$ cat config.mk
export PLATFORM = sky130hd
export DESIGN_NAME = rmit_ram
export DESIGN_NICKNAME = d
export VERILOG_FILES = /design/src/rtl/core/assert_macros.svh /design/src/rtl/core/rmit_ram.sv
export SDC_FILE = /design/constraint.sdc
export NUM_CORES = 2
export LEC_CHECK = 0
export ABC_CLOCK_PERIOD_IN_PS = 3350
export BUFFER_PORTS_ARGS = -buffer_cell sky130_fd_sc_hd__buf_2
export CAP_MARGIN = 15
export CORE_MARGIN = 3
export CORE_UTILIZATION = 52
export DETAILED_ROUTE_END_ITERATION = 16
export GPL_TIMING_DRIVEN = 1
export PLACE_DENSITY = 0.78
export SYNTH_ARGS = -nofsm -noshare
export SYNTH_HDL_FRONTEND = slang
export SYNTH_SLANG_ARGS = --single-unit
$ cat constraint.sdc
create_clock -name clk -period 3.35 [get_ports clk]
set_input_delay 0.8375 -clock clk [delete_from_list [all_inputs] [get_ports clk]]
set_output_delay 0.8375 -clock clk [all_outputs]
set_load 0.03 [all_outputs]
$ cat src/rtl/core/assert_macros.svh
// Assertion macros shared by the radius mean filter RTL.
// Uses the clock clk and the active-low reset arst_n of the including module.
`ifndef ASSERT_MACROS_SVH
`define ASSERT_MACROS_SVH
`ifndef SYNTHESIS
`define ASSERT_AR(lbl, prop, msg) \
	lbl: assert property (@(posedge clk) disable iff (!arst_n) prop) else $error(msg);
`define ASSERT_NR(lbl, prop, msg) \
	lbl: assert property (@(posedge clk) prop) else $error(msg);
`else
`define ASSERT_AR(lbl, prop, msg)
`define ASSERT_NR(lbl, prop, msg)
`endif
`endif

$ cat src/rtl/core/rmit_ram.sv
// Generic single-port synchronous RAM with registered read.
// No dependencies.
`default_nettype none
module rmit_ram #(
	parameter int WIDTH = 8,
	parameter int DEPTH = 256
) (
	input  wire logic                     clk,
	input  wire logic                     we,
	input  wire logic [$clog2(DEPTH)-1:0] addr,
	input  wire logic [WIDTH-1:0]         wdata,
	output logic      [WIDTH-1:0]         rdata
);
	logic [WIDTH-1:0] mem [DEPTH];

	always_ff @(posedge clk) begin
		if (we) begin
			mem[addr] <= wdata;
		end
		rdata <= mem[addr];
	end
endmodule
`default_nettype wire

==> out/metrics.yaml <==
worst_hold_path:
  worstHoldPathCells: 1
  worstHoldPathType: "in -> reg"
  hold_path_end: "mem[129][1]"
  holdCritStartpoint: "wdata[1]"
cts:
  cts.repair.resized: 0
  cts_root_buf: "sky130_fd_sc_hd__clkbuf_16"
  clkLatencyLatePin_ns: 0.83
  clock_tree.buffer_depth: 3
  h_tree_level_count: 4
  clock_tree_from_tritoncts: "yes"
  setup_bufs_post_cts: 0
  number_of_clock_sinks: 2056
  numCtsBuffers: 192
  clkTransAtPathRegs_ns: 0.06
  postCtsHoldBufs: 0
worst_setup_path:
  slowest_cell_delay_on_critical_path_ns: 1.04
  critical_path.top_delay_family: "compound AO/OA/AOI/OAI gates"
  crit_fanout: 30
  crit-reg2reg-capture: "rdata[0]"
  worst-r2r-cell-count: 6
  setup.worst_path.start_class: "input pin"
  r2r_setup_slack_ns: 0.49
  critical_path.reg2reg.startpoint: "mem[168][0]"
  timing.critical_path.required_ns: 4.04
  classification_of_the_worst_setup_path: "in -> reg"
  cp.buffers_inverters: 4
  end_kind: "flop"
  cells_traversed_along_the_worst_timing_path: "buf_8 -> buf_12 -> buf_12 -> mux4_2 -> a22oi_1 -> a21oi_1 -> o41ai_1 -> buf_4 -> nand4_1"
  worstPathArrival_ns: 3.93
  critPathSlowestCell: "sky130_fd_sc_hd__o41ai_1"
  timing.critical_path.mode_cell: "sky130_fd_sc_hd__buf_12"
sta:
  final.setup_skew_ns: 0.0361
  min_tclk_post_route_ns: 3.24
  hold_slack_ns: 0.574
  worst_slew_pin_slew_ns: 1.14
  hold_viol: 0
  fmax_mhz: 308
  grt_setup_unrepaired: "no"
  fraction_of_the_cycle_the_final_worst_path_needs_pct: 96.8
  relSlewSlack_pct: 23.2
  finalSetupTns_ns: 0
  drv_slew: 0
  setup_viol: 0
finish:
  num-fill-cells: 9589
  drive_above_1_share_pct: 31.6
  post-route-cell-area_sq_mm: 0.0913
  finalNetCount: 4087
  layout.core_utilization_pct: 61.3
  areaGrowthSynthToFinish_pct: 16.3
floorplan:
  top_level_ports: 26
  fp-row-count: 141
  effective_utilization_at_floorplan_pct: 52.7
  vertical_die_dimension_um: 395
  floorplan.core_area_sq_mm: 0.149
  die_area_sq_mm: 0.156
  chipWidth_um: 395
logic_synthesis:
  yosys.area.top_type: "sky130_fd_sc_hd__edfxtp_1"
  synth_top_cell_area_share_pct: 78.3
  syn_avg_cell_area_sq_um: 22.1
  yosysMostFrequentCell: "sky130_fd_sc_hd__edfxtp_1"
  synth_flop_cell: "sky130_fd_sc_hd__edfxtp_1"
  ranking_of_synthesized_cells_by_instance_count: "2048 x sky130_fd_sc_hd__edfxtp_1, 512 x sky130_fd_sc_hd__mux4_2, 256 x sky130_fd_sc_hd__a22oi_1, 232 x sky130_fd_sc_hd__nor2_1, 145 x sky130_fd_sc_hd__clkbuf_1"
  synthDistinctLibCells: 22
  synth_warnings: 0
  synthesis.nets: 3565
  ys_async_sr_fraction_pct: 0
  synth.top_cells.by_area: "sky130_fd_sc_hd__edfxtp_1 78%, sky130_fd_sc_hd__mux4_2 15%, sky130_fd_sc_hd__a22oi_1 2.4%, sky130_fd_sc_hd__nor2_1 1.1%, sky130_fd_sc_hd__a21oi_1 0.82%"
  synth_edf_count: 2048
  synth_seq_cells: 2056
  fraction_of_the_yosys_area_taken_by_sequential_cells_pct: 78.6
  synth.cell_area_sq_mm: 0.0785
  synth_cells: 3547
placement:
  globalplace.congestion: 0.853
  place_area_sq_mm: 0.0851
  hpwlAfterDp_um: 117000
  port_buffers: 25
drt:
  wl_per_cell_um: 31.4
  final_antenna_net_count: 0
  vias_per_cell: 6.53
  dr.pass1.iters: 8
  routed-via-count: 40676
  detail_route.wirelength_um: 196000
  dr_iter_0_viols: 5864
  drt_drc_violations_left: 0
grt:
  antenna_violations_before_repair: 8
  global_route_wire_length_before_repair_um: 288000
  grt_pass1_vias: 41657
  track_usage_pct: 25.2
  overflow: 0
  grt_max_degree: 96
power_and_ir_drop:
  p_per_cell_area_mw_per_mm2: 575
  p_leak_nw: 28.8
  vdd_drop_max_mv: 0.608
run_status:
  status: "finished clean"
run:
  maxCapViolCount: 0
## metrics by stage
| stage | power (mW) | setup WS [ns] | cells |
|---|---|---|---|
| detailed placement | 31.5 | -0.621 | 5877 |
| global placement | 31.5 | -0.925 | 5875 |
| CTS | 52.7 | 0.215 | 6224 |
| finish | 52.5 | 0.108 | 6232 |
| global route | 53.7 | 0.121 | 6224 |
| floorplan | 30.2 | 0.294 | 3547 |
## report_power, final
group / internal (mW) / switching [mW]
logic: 1.01 / 1.63
registers: 28.3 / 0.0517
clock network: 12.0 / 9.40
## layout by cell type (no fill, tap or decap), types with 11 or more instances in the layout
master	netlist	routed
sky130_fd_sc_hd__a21oi_1	128	128
sky130_fd_sc_hd__a22oi_1	256	256
sky130_fd_sc_hd__buf_12	0	74
sky130_fd_sc_hd__buf_2	36	17
sky130_fd_sc_hd__buf_4	16	459
sky130_fd_sc_hd__bufinv_16	0	17
sky130_fd_sc_hd__clkbuf_1	145	41
sky130_fd_sc_hd__clkbuf_16	0	194
sky130_fd_sc_hd__clkbuf_8	0	11
sky130_fd_sc_hd__clkinv_1	0	52
sky130_fd_sc_hd__clkinv_2	0	21
sky130_fd_sc_hd__edfxtp_1	2048	2048
sky130_fd_sc_hd__mux4_2	512	512
sky130_fd_sc_hd__nand2_1	28	28
sky130_fd_sc_hd__nand3_1	13	12
sky130_fd_sc_hd__nor2_1	232	231
sky130_fd_sc_hd__nor3_1	30	30
sky130_fd_sc_hd__o41ai_1	32	32
## worst reg2reg max path, delay by kind of cell, from the launching register on
kind,cells,cell delay [ns]
and+or+nand+nor,1,0.09
muxes,1,0.48
AOI/OAI and AO/OA,3,1.50
DFF,1,0.36
buffers and inverters,1,0.29
## logic make-up (layout without fill, tap and decap cells)
group / after synthesis / in the layout / share of synthesized area, %
AOI/OAI and AO/OA: 416 / 416 / 3.62
and+or+nand+nor: 330 / 330 / 1.73
other: 0 / 8 / 0
DFF: 2056 / 2056 / 78.6
muxes: 512 / 512 / 14.7
buffers and inverters: 233 / 908 / 1.40
## layout make-up
| type | instances | area (sq um) | share of cell area, % |
|---|---|---|---|
| diodes | 8 | 20.0 | 0.0219 |
| clock buffers | 238 | 5050 | 5.53 |
| clock inverters | 109 | 1110 | 1.22 |
| inverters | 1 | 3.75 | 0.00411 |
| multi-input cells | 1258 | 15800 | 17.3 |
| flip-flops and latches | 2056 | 61700 | 67.6 |
| well taps | 2002 | 2500 | 2.74 |
| repair buffers | 560 | 5150 | 5.65 |
## sequential cells by signal, summed over array words and instances (netlist names)
register  flops
rdata         8
mem        2048
## worst max path at each step
| stage | slack (ns) | startpoint | cells past startpoint | end |
|---|---|---|---|---|
| 4_1_cts | 0.21 | addr[1] | 9 | rdata[0] |
| 2_1_floorplan | 0.29 | addr[1] | 9 | mem[111][0] |
| 6_report | 0.11 | addr[1] | 9 | rdata[0] |
| 5_1_grt | 0.12 | addr[1] | 9 | rdata[0] |
| 3_5_place_dp | -0.62 | addr[1] | 9 | rdata[0] |
| 3_3_place_gp | -0.92 | addr[0] | 9 | rdata[1] |
## layer usage
metal	GRT usage, %	vias up	wire (um)
li1	-	16105	-
met1	34.2	21126	69400
met2	39.3	2873	94100
met3	6.28	564	22800
met4	11.2	8	9240
met5	0	-	46
Note: power is estimated with default switching activity, not from simulation.
